===== src/twt_pkg.sv =====
// Shared constants, codes and types for the timing-wheel timer engine.
// Used by twt_wrap_add, twt_table and timing_wheel_timer_engine; depends on nothing.
package twt_pkg;

    localparam int WHEEL_SLOTS = 60;
    localparam int NUM_TIMERS  = 16;

    localparam int POS_W  = (WHEEL_SLOTS > 1) ? $clog2(WHEEL_SLOTS) : 1;
    localparam int TIDX_W = (NUM_TIMERS > 1) ? $clog2(NUM_TIMERS) : 1;
    localparam int REQ_W  = 3;
    localparam int ID_W   = 4;
    localparam int TMO_W  = 6;
    localparam int WPOS_W = 6;

    localparam logic [REQ_W-1:0] REQ_ADD     = 3'd0;
    localparam logic [REQ_W-1:0] REQ_REFRESH = 3'd1;
    localparam logic [REQ_W-1:0] REQ_CANCEL  = 3'd2;
    localparam logic [REQ_W-1:0] REQ_TICK    = 3'd3;
    localparam logic [REQ_W-1:0] REQ_QUERY   = 3'd4;

    typedef enum logic [2:0] {
        ST_OK      = 3'd0,
        ST_REJECT  = 3'd1,
        ST_UNKNOWN = 3'd2,
        ST_FIRED   = 3'd3,
        ST_SILENT  = 3'd4,
        ST_TICK    = 3'd5
    } status_t;

    // Table write command: one entry per cycle
    typedef struct packed {
        logic              set_valid;
        logic              clr_valid;
        logic              set_cancel;
        logic              clr_cancel;
        logic              wr_timeout;
        logic              wr_deadline;
        logic [TIDX_W-1:0] idx;
        logic [TMO_W-1:0]  timeout;
        logic [POS_W-1:0]  deadline;
    } twt_wr_t;

    // Table read view of one entry
    typedef struct packed {
        logic             valid;
        logic             cancelled;
        logic [TMO_W-1:0] timeout;
        logic [POS_W-1:0] deadline;
    } twt_rd_t;

endpackage


===== src/twt_wrap_add.sv =====
// Shared modular adder: (base + offset) mod WHEEL_SLOTS for operands below WHEEL_SLOTS.
// Depends on twt_pkg.
module twt_wrap_add
    import twt_pkg::*;
(
    input  logic [POS_W-1:0] base,
    input  logic [TMO_W-1:0] offset,
    output logic [POS_W-1:0] sum
);

    localparam int SUM_W = ((POS_W > TMO_W) ? POS_W : TMO_W) + 1;

    logic [SUM_W-1:0] raw;
    logic [SUM_W-1:0] wrapped;

    // Both operands stay below the wheel size, so one subtract folds the sum.
    assign raw     = SUM_W'(base) + SUM_W'(offset);
    assign wrapped = (raw >= SUM_W'(WHEEL_SLOTS)) ? raw - SUM_W'(WHEEL_SLOTS) : raw;
    assign sum     = POS_W'(wrapped);

endmodule


===== src/twt_table.sv =====
// Timer entry table: valid and cancel flags in flops, timeout and deadline per entry.
// Depends on twt_pkg.
module twt_table
    import twt_pkg::*;
(
    input  logic              clk,
    input  logic              rst_n,
    input  twt_wr_t           wr,
    input  logic [TIDX_W-1:0] rd_idx,
    output twt_rd_t           rd
);

    logic [NUM_TIMERS-1:0] valid_reg;
    logic [NUM_TIMERS-1:0] cancel_reg;
    logic [TMO_W-1:0]      timeout_reg  [NUM_TIMERS];
    logic [POS_W-1:0]      deadline_reg [NUM_TIMERS];

    always_ff @(posedge clk or negedge rst_n)
    begin
        if (!rst_n)
        begin
            valid_reg  <= '0;
            cancel_reg <= '0;
        end
        else
        begin
            if (wr.set_valid)
                valid_reg[wr.idx] <= 1'b1;
            else if (wr.clr_valid)
                valid_reg[wr.idx] <= 1'b0;
            if (wr.set_cancel)
                cancel_reg[wr.idx] <= 1'b1;
            else if (wr.clr_cancel)
                cancel_reg[wr.idx] <= 1'b0;
        end
    end

    // Payload fields carry no reset; their values are only used for valid entries.
    always_ff @(posedge clk)
    begin
        if (wr.wr_timeout)
            timeout_reg[wr.idx] <= wr.timeout;
        if (wr.wr_deadline)
            deadline_reg[wr.idx] <= wr.deadline;
    end

    assign rd.valid     = valid_reg[rd_idx];
    assign rd.cancelled = cancel_reg[rd_idx];
    assign rd.timeout   = timeout_reg[rd_idx];
    assign rd.deadline  = deadline_reg[rd_idx];

endmodule


===== src/timing_wheel_timer_engine.sv =====
// Timing-wheel timer engine top level: sequencer, output register and assertions.
// Depends on twt_pkg, twt_wrap_add and twt_table.
//
//  channel | signals                                         | direction
//  --------+-------------------------------------------------+----------
//  in      | in_valid, in_stall, req_type, timer_id,          | in
//          | timeout_ticks                                   |
//  out     | out_valid, out_stall, status, result_id,         | out
//          | present, wheel_position, last                   |
//  cfg     | cfg_wr_en, cfg_wr_data (max_timeout)            | in
//
// An add, refresh, cancel or query word is accepted and then runs an execute step
// through the shared modular adder. A tick word is accepted, then computes the
// advanced position, then walks the table entries in order on the deadline
// comparator, and ends with the closing word.
// Reset clears the position, the valid and cancel flags and the output valid flag;
// max_timeout resets to 59. A stalled output register holds the sequencer in
// place, and no new input word is taken until the current one has finished.
module timing_wheel_timer_engine
    import twt_pkg::*;
(
    input  logic              clk,
    input  logic              rst_n,

    input  logic              in_valid,
    output logic              in_stall,
    input  logic [REQ_W-1:0]  req_type,
    input  logic [ID_W-1:0]   timer_id,
    input  logic [TMO_W-1:0]  timeout_ticks,

    output logic              out_valid,
    input  logic              out_stall,
    output logic [2:0]        status,
    output logic [ID_W-1:0]   result_id,
    output logic              present,
    output logic [WPOS_W-1:0] wheel_position,
    output logic              last,

    input  logic              cfg_wr_en,
    input  logic [TMO_W-1:0]  cfg_wr_data
);

    typedef enum logic [4:0] {
        S_IDLE = 5'b00001,
        S_EXEC = 5'b00010,
        S_ADV  = 5'b00100,
        S_SCAN = 5'b01000,
        S_DONE = 5'b10000
    } state_t;

    state_t            state_reg,    state_next;
    logic [REQ_W-1:0]  req_reg,      req_next;
    logic [ID_W-1:0]   id_reg,       id_next;
    logic [TMO_W-1:0]  tmo_reg,      tmo_next;
    logic [POS_W-1:0]  pos_reg,      pos_next;
    logic [POS_W-1:0]  adv_pos_reg,  adv_pos_next;
    logic [TIDX_W-1:0] scan_idx_reg, scan_idx_next;
    logic [TMO_W-1:0]  max_tmo_reg;

    logic              out_valid_reg,   out_valid_next;
    status_t           out_status_reg,  out_status_next;
    logic [ID_W-1:0]   out_id_reg,      out_id_next;
    logic              out_present_reg, out_present_next;
    logic [POS_W-1:0]  out_pos_reg,     out_pos_next;
    logic              out_last_reg,    out_last_next;

    logic              in_accept;
    logic              out_free;
    logic              in_range;
    logic              tmo_reject;
    logic              hit;
    logic              scan_end;

    logic [POS_W-1:0]  add_base;
    logic [TMO_W-1:0]  add_offset;
    logic [POS_W-1:0]  add_sum;

    logic [TIDX_W-1:0] rd_idx;
    twt_rd_t           rd;
    twt_wr_t           wr;

    // One modular adder serves both the deadline computation and the advance.
    twt_wrap_add u_add (
        .base   (add_base),
        .offset (add_offset),
        .sum    (add_sum)
    );

    twt_table u_table (
        .clk    (clk),
        .rst_n  (rst_n),
        .wr     (wr),
        .rd_idx (rd_idx),
        .rd     (rd)
    );

    assign in_stall  = (state_reg != S_IDLE);
    assign in_accept = in_valid && !in_stall;
    // Output register may take a new word when empty or being drained this cycle
    assign out_free  = !out_valid_reg || !out_stall;

    assign in_range   = (int'(id_reg) < NUM_TIMERS);
    // Effective limit is the smaller of max_timeout and the wheel size minus one
    assign tmo_reject = (tmo_reg > max_tmo_reg) || (int'(tmo_reg) > WHEEL_SLOTS - 1);

    // Scan walks the table; requests address the entry named by the id
    assign rd_idx   = (state_reg == S_SCAN) ? scan_idx_reg : TIDX_W'(id_reg);
    assign hit      = rd.valid && (rd.deadline == pos_reg);
    assign scan_end = (scan_idx_reg == TIDX_W'(NUM_TIMERS - 1));

    assign add_base   = pos_reg;
    assign add_offset = (state_reg == S_ADV) ? TMO_W'(1) :
                        (req_reg == REQ_ADD) ? tmo_reg : rd.timeout;

    always_comb
    begin
        state_next       = state_reg;
        req_next         = req_reg;
        id_next          = id_reg;
        tmo_next         = tmo_reg;
        pos_next         = pos_reg;
        adv_pos_next     = adv_pos_reg;
        scan_idx_next    = scan_idx_reg;
        out_valid_next   = out_valid_reg && out_stall;
        out_status_next  = out_status_reg;
        out_id_next      = out_id_reg;
        out_present_next = out_present_reg;
        out_pos_next     = out_pos_reg;
        out_last_next    = out_last_reg;

        wr          = '0;
        wr.idx      = TIDX_W'(id_reg);
        wr.timeout  = tmo_reg;
        wr.deadline = add_sum;

        unique case (state_reg)
            S_IDLE:
            begin
                if (in_accept)
                begin
                    req_next   = req_type;
                    id_next    = timer_id;
                    tmo_next   = timeout_ticks;
                    state_next = (req_type == REQ_TICK) ? S_ADV : S_EXEC;
                end
            end

            S_EXEC:
            begin
                if (out_free)
                begin
                    out_valid_next   = 1'b1;
                    out_id_next      = id_reg;
                    out_pos_next     = pos_reg;
                    out_last_next    = 1'b1;
                    out_status_next  = ST_OK;
                    out_present_next = in_range && rd.valid;
                    case (req_reg)
                        REQ_ADD:
                        begin
                            if (!in_range)
                                out_status_next = ST_UNKNOWN;
                            else if (tmo_reject)
                                out_status_next = ST_REJECT;
                            else
                            begin
                                wr.set_valid     = 1'b1;
                                wr.clr_cancel    = 1'b1;
                                wr.wr_timeout    = 1'b1;
                                wr.wr_deadline   = 1'b1;
                                out_present_next = 1'b1;
                            end
                        end
                        REQ_REFRESH:
                        begin
                            if (!in_range || !rd.valid)
                                out_status_next = ST_UNKNOWN;
                            else
                                wr.wr_deadline = 1'b1;
                        end
                        REQ_CANCEL:
                        begin
                            if (!in_range || !rd.valid)
                                out_status_next = ST_UNKNOWN;
                            else
                                wr.set_cancel = 1'b1;
                        end
                        default:
                        begin
                            // query and unused codes: report presence only
                        end
                    endcase
                    state_next = S_IDLE;
                end
            end

            S_ADV:
            begin
                // Compute the advanced position once; expiry words report it
                adv_pos_next  = add_sum;
                scan_idx_next = '0;
                state_next    = S_SCAN;
            end

            S_SCAN:
            begin
                if (!hit || out_free)
                begin
                    if (hit)
                    begin
                        wr.idx           = scan_idx_reg;
                        wr.clr_valid     = 1'b1;
                        wr.clr_cancel    = 1'b1;
                        out_valid_next   = 1'b1;
                        out_status_next  = rd.cancelled ? ST_SILENT : ST_FIRED;
                        out_id_next      = ID_W'(scan_idx_reg);
                        out_present_next = 1'b0;
                        out_pos_next     = adv_pos_reg;
                        out_last_next    = 1'b0;
                    end
                    if (scan_end)
                        state_next = S_DONE;
                    else
                        scan_idx_next = scan_idx_reg + 1'b1;
                end
            end

            S_DONE:
            begin
                if (out_free)
                begin
                    pos_next         = adv_pos_reg;
                    out_valid_next   = 1'b1;
                    out_status_next  = ST_TICK;
                    out_id_next      = '0;
                    out_present_next = 1'b0;
                    out_pos_next     = adv_pos_reg;
                    out_last_next    = 1'b1;
                    state_next       = S_IDLE;
                end
            end

            default:
            begin
                state_next = S_IDLE;
            end
        endcase
    end

    always_ff @(posedge clk or negedge rst_n)
    begin
        if (!rst_n)
        begin
            state_reg     <= S_IDLE;
            pos_reg       <= '0;
            max_tmo_reg   <= TMO_W'(59);
            out_valid_reg <= 1'b0;
        end
        else
        begin
            state_reg     <= state_next;
            pos_reg       <= pos_next;
            out_valid_reg <= out_valid_next;
            if (cfg_wr_en)
                max_tmo_reg <= cfg_wr_data;
        end
    end

    // Hold request and output payload without reset
    always_ff @(posedge clk)
    begin
        req_next_hold: begin end
        req_reg         <= req_next;
        id_reg          <= id_next;
        tmo_reg         <= tmo_next;
        adv_pos_reg     <= adv_pos_next;
        scan_idx_reg    <= scan_idx_next;
        out_status_reg  <= out_status_next;
        out_id_reg      <= out_id_next;
        out_present_reg <= out_present_next;
        out_pos_reg     <= out_pos_next;
        out_last_reg    <= out_last_next;
    end

    assign out_valid      = out_valid_reg;
    assign status         = out_status_reg;
    assign result_id      = out_id_reg;
    assign present        = out_present_reg;
    assign wheel_position = WPOS_W'(out_pos_reg);
    assign last           = out_last_reg;

`ifndef NO_ASSERTIONS
    // An accepted tick word must start with the position advance step
    a_tick_starts_adv: assert property (@(posedge clk) disable iff (!rst_n)
        (in_accept && req_type == REQ_TICK) |=> (state_reg == S_ADV))
        else $error("tick word did not enter the advance step");

    // The wheel position never leaves the wheel
    a_pos_in_wheel: assert property (@(posedge clk) disable iff (!rst_n)
        int'(pos_reg) < WHEEL_SLOTS)
        else $error("wheel position out of range");

    // Expiry words are never final and always report the timer as gone
    a_expiry_shape: assert property (@(posedge clk) disable iff (!rst_n)
        (out_valid && (status == ST_FIRED || status == ST_SILENT)) |-> (!last && !present))
        else $error("expiry word with last or present set");

    // A stalled output word holds its contents into the next cycle
    a_out_hold: assert property (@(posedge clk) disable iff (!rst_n)
        (out_valid && out_stall) |=> (out_valid && $stable(status) && $stable(result_id)))
        else $error("stalled output word changed");
`endif

endmodule

===== config.mk =====
export PLATFORM = sky130hd
export DESIGN_NAME = timing_wheel_timer_engine
export DESIGN_NICKNAME = d
export VERILOG_FILES = /design/src/twt_pkg.sv /design/src/twt_wrap_add.sv /design/src/twt_table.sv /design/src/timing_wheel_timer_engine.sv
export SDC_FILE = /design/constraint.sdc
export NUM_CORES = 1
export LEC_CHECK = 0
export ABC_CLOCK_PERIOD_IN_PS = 6700
export BUFFER_PORTS_ARGS = -buffer_cell sky130_fd_sc_hd__buf_2
export CORE_ASPECT_RATIO = 0.9
export CORE_UTILIZATION = 48
export DETAILED_ROUTE_END_ITERATION = 8
export REMOVE_ABC_BUFFERS = 1
export SYNTH_ARGS = -nofsm -noshare
export SYNTH_HDL_FRONTEND = slang
export SYNTH_HIERARCHICAL = 1
export SYNTH_SLANG_ARGS = --single-unit

===== constraint.sdc =====
create_clock -name clk -period 6.7 [get_ports clk]
set_input_delay 0.67 -clock clk [delete_from_list [all_inputs] [get_ports clk]]
set_output_delay 0.67 -clock clk [all_outputs]
set_load 0.03 [all_outputs]

# After elaboration in Yosys (flattened, before gate mapping)
# Memories as Yosys holds them, arrays and structs flattened.
# Index checks and enable logic that the tools add are counted.
[word_totals] regBits=88 ramBits=192 in_bits=24 n_memories=2
[op_classes] n_addsub=3 order_cmp=6 eq_ne=19 mux=78 bitwise=5 n_reduce_logical=25
[mem_list] memory="u_table.deadline_reg" words=16 width=6 read_ports=1 rd_clocked_by_memory_dff=0 write_ports=1 line_no="twt_table.sv:16" source="logic [POS_W-1:0] deadline_reg [NUM_TIMERS];"
[mem_list] memory="u_table.timeout_reg" words=16 width=6 read_ports=1 rd_clocked_by_memory_dff=0 write_ports=1 line_no="twt_table.sv:15" source="logic [TMO_W-1:0] timeout_reg [NUM_TIMERS];"
[ops] cell="$mux W16" n=4
[ops] cell="$mux W4" n=11
[ops] cell="$mux W6" n=7
[ops] cell="$and A16 B16 Y16" n=2
[ops] cell="$or A16 B16 Y16" n=2
[ops] cell="$mux W1" n=28
[ops] cell="$mux W3" n=7
[ops] cell="$mux W5" n=4
[ops] cell="$pmux W5 S4" n=1
[ops] cell="$pmux W6 S3" n=1
[ops] cell="$not A16 Y16" n=1
[ops] cell="$ne A2 B2 Y1 const B" n=6
[ops] cell="$pmux W4 S3" n=1
[ops] cell="$lt A4 B5 Y1 const B" n=2
[ops] cell="$pmux W3 S3" n=1
[ops] cell="$bmux W1 S4" n=2
[ops] cell="$pmux W1 S2" n=4
[ops] cell="$pmux W4 S2" n=1
[ops] cell="$reduce_and A4 Y1" n=2
[ops] cell="$reduce_bool A2 Y1" n=4
[ops] cell="$add A6 B6 Y7" n=1
[ops] cell="$ge A7 B6 Y1 const B" n=1
[ops] cell="$eq A3 B2 Y1 const B" n=2
[ops] cell="$eq A6 B6 Y1" n=1
[ops] cell="27 further kinds" n=40

# Depth between registers and ports, before layout
[depth] ltp_word=17 depth_mapped=22 depth_no_buf=19

# By module
# Netlist, hierarchy kept.
[modules_own_cells] module="twt_table" instances=1 cells_each=468 area_per_inst_um2=9062.4
[modules_own_cells] module="timing_wheel_timer_engine" instances=1 cells_each=221 area_per_inst_um2=2658.8
[modules_own_cells] module="twt_wrap_add" instances=1 cells_each=64 area_per_inst_um2=514.2

# Least setup slack after synthesis
# No wires, ideal clock.
[synth_path] path_kind="register to register" from="reg state_reg[4]" to="mem u_table/deadline_reg[5][0] (netlist name) (enable)" setup_ns=0.321 arrival_ns=4.519 setup_slack_ns=1.860 stages_incl_launch_ff=20 synth_period_minus_slack_ns=4.840 cell_sequence="dfrtp_1 -> nor3_4 -> and2_1 -> clkbuf_1 -> nand2_1 -> nand2_1 -> buf_6 -> buf_4 -> mux4_2 -> a22oi_1 -> nand2_1 -> xnor2_1 -> nand3_1 -> or4_1 -> buf_2 -> a21oi_4 -> mux2_2 -> clkbuf_1 -> and4bb_1 -> and2_1"
[synth_rtl] element="start: declaration" line_no="timing_wheel_timer_engine.sv:51" source="state_t state_reg, state_next;"
[synth_rtl] element="start signal: assignment" line_no="timing_wheel_timer_engine.sv:261" source="state_reg <= state_next;"
[synth_rtl] element="end: declaration" line_no="twt_table.sv:16"

==> results.cfg <==
[run_status]
outcome = finished clean

[pwr]
power_density_nw_per_um2 = 361
p_leak_nw = 5.02
ir_drop_uv = 205

[route]
drtIter0Drc = 500
drc_errors = 0
dr.pass1.iters = 5
ant_nets = 0
wl_per_cell_um = 22.7
vias_per_cell = 5.94
vias = 6974
routed_wirelength_mm = 26.7

[sta]
slew_violations = 0
hold_ws_ns = 0.250
finalHoldViolations = 0
rsz0062_at_grt = no
fin_ws_ns = 0.742
finClkSkew_ns = 0.0170
max_slew_margin_pct = 26.3
setup_viol = 0
max_freq_mhz = 168
fin_crit_sh_pct = 88.9
worstMarginPinSlew_ns = 1.10
fin_crit_ns = 5.96

[yosys]
yosysTopAreaCellShare_pct = 56.4
synth_common_cells = edfxtp_1 (230), nand2_1 (91), mux4_2 (56)
synth_top_family_by_area = multiplexers
ys_async_sr_fraction_pct = 17.9
yosys.area.top_type = edfxtp_1
synth_ff_type = edfxtp_1
synth-seq-cells = 280
synth_fa_ha_area_share_pct = 1.60
syn_inst = 753
postSynthAreaPerCell_um2 = 16.2
syn_area_um2 = 12200
synth_area_leaders = edfxtp_1 (56%), mux4_2 (10%), dfrtp_1 (9.0%)
synth_edf_count = 230
synth-compound-area-share_pct = 7.38
synth_xor_xnor_area_share_pct = 0.859
ys_types = 76
yosys-mux-area-fraction_pct = 12.0
synthSimpleGateAreaFrac_pct = 9.43
synth_most_common_cell = edfxtp_1
ys_warn_count = 6
seq_area_frac_synth_pct = 66.7

[worst_setup_path]
end_kind = register
cp_top_family = simple AND/OR/NAND/NOR gates
cp_slowest_cell = mux4_2
crit_path_frequent_cell = nand2_1
cp_data_arrival_time_ns = 6.20
required_ns = 6.94
cp_slowest_stage_delay_ns = 0.54
startpoint_type = register
worstPathMaxFanout = 24
cp.buffers_inverters = 4
criticalPathCategory = register to register
crit_chain = nor3_4, and2_1, nand2_1, nand2_4, buf_4, buf_12, mux4_2, a22oi_1, nand2_1, nand2_1, nand3b_1, ha_1, inv_1, fa_1, xor2_1, inv_1, ha_1, nand2_1, nor2_1, or4_4, o211ai_2

[global_route]
use_met3_pct = 3.03
grtUsageTotal_pct = 21.4
grt_overflow_total = 0
grt_pass1_wl_mm = 41.8
grt_pass1_vias = 7045
grt_max_degree = 51
gr-usage-met2_pct = 32.8
grt_use_met1_pct = 31.8
antenna_found_initial = 0
grt-busiest-layer = met2

[die]
fp-row-count = 55
start_util_pct = 48.7
die_h_um = 153
dieArea_um2 = 26100
fp.coreArea_um2 = 25100
ios = 41
die_w_um = 170

[min_path]
holdCritPathClass = input pin to asynchronous set/reset pin

[clock_network]
cts_setup_buffers = 0
clkTransAtPathRegs_ns = 0.06
postCtsResizedCells = 0
h-tree-depth = 1
cts_buffers = 29
clk_latency_ns = 0.54
clockBufferDepth = 3
cts_root_buf = clkbuf_16
cts_tree = built
clock_sinks = 280
cts_hold_buf = 0

[final_layout]
layout-drive-gt1-share_pct = 25.9
fin_util_pct = 55.4
syn_to_final_growth_pct = 13.6
final_nets = 847
final_cells = 1174

[placed_design]
io_buffers = 40
placed_cells = 1119
gp_congestion = 0.796
hpwl_mm = 18.3
post-place-ws_ns = 0.715

[run]
max_cap_violations = 0
[path summary, 6_finish.rpt]
path / startpoint / to / slack [ns] / cells past startpoint
worst max-delay path: state_reg[4] / u_table/deadline_reg[8][2] / 0.74 / 21
worst min-delay path: rst_n / add_base[1] / 0.25 / 2
worst max register to register: state_reg[4] / u_table/deadline_reg[8][2] / 0.74 / 21
worst min register to register: register / register / 0.50 / 1
max in group asynchronous: rst_n / asynchronous set/reset pin / 5.96 / 2
min in group clk: timeout_ticks[1] / tmo_reg[1] / 0.30 / 1
[metal layers]
metal,routed length (um),share of wire (%)
met4,589,2.2
met1,12000,45
met2,12300,46
met5,0,0
met3,1800,6.8
[cell type report]
cell class	instances	area [um^2]
clock buffers	38	800
inverters	16	60.1
clock inverters	16	220
multi-input cells	420	3860
well taps	342	428
repair buffers	61	370
fillers	1952	11200
diodes	1	2.50
flip-flops and latches	280	8170
[cells in the final DEF (no fill, tap or decap), types with 3 or more instances in the layout]
master     instances
a21o_1             3
a21oi_1            7
a22o_1            32
a22oi_1           28
and2_1            33
and3_1             3
and4b_1            4
and4bb_1           4
buf_2             40
buf_4             20
bufinv_16          5
clkbuf_1           5
clkbuf_16         29
clkbuf_8           4
clkinv_2           4
clkinv_4           3
dfrtp_1           44
dfstp_2            6
edfxtp_1         230
ha_1              14
inv_1             16
mux2_2            17
mux4_2            56
nand2_1           89
nand3_1            8
nand3b_1           3
nor2_1            14
nor2_2             3
nor2b_1            6
nor3_1             4
nor4b_2            4
o211ai_1           3
o21a_1             3
o21ai_0           11
or3_1              3
xnor2_1            7
xor2_1             5
[cell families after synthesis]
logic type | count (synthesis)
flops | 280
simple gates | 206
compound gates | 112
mux | 75
buf+inv | 53
fa+ha+maj | 15
xor+xnor | 12
[metrics by stage]
stage | cell area, um^2 | setup TNS (ns) | power [mW]
floorplan | 12100 | -5.93 | 2.99
global placement | 12900 | 0 | 3.34
detailed placement | 12900 | 0 | 3.38
CTS | 13900 | 0 | 5.06
global route | 13900 | 0 | 5.23
finish | 13900 | 0 | 5.02
[worst register-to-register path, cell delays in order (launching register included)]
cell      delay, ns
dfrtp_1        0.44
nor3_4         0.29
and2_1         0.32
nand2_1        0.14
nand2_4        0.37
buf_4          0.41
buf_12         0.29
mux4_2         0.54
a22oi_1        0.31
nand2_1        0.10
nand2_1        0.07
nand3b_1       0.16
ha_1           0.29
inv_1          0.08
fa_1           0.25
xor2_1         0.26
inv_1          0.14
ha_1           0.25
nand2_1        0.08
nor2_1         0.07
or4_4          0.53
o211ai_2       0.28
[power breakdown]
| group | switching [mW] | total [mW] | internal [mW] |
|---|---|---|---|
| Clock | 0.653 | 1.69 | 1.03 |
| Combinational | 0.692 | 1.07 | 0.380 |
| Sequential | 0.0873 | 2.26 | 2.18 |
| Total | 1.43 | 5.02 | 3.59 |
Power figures use the tool's default switching activity.
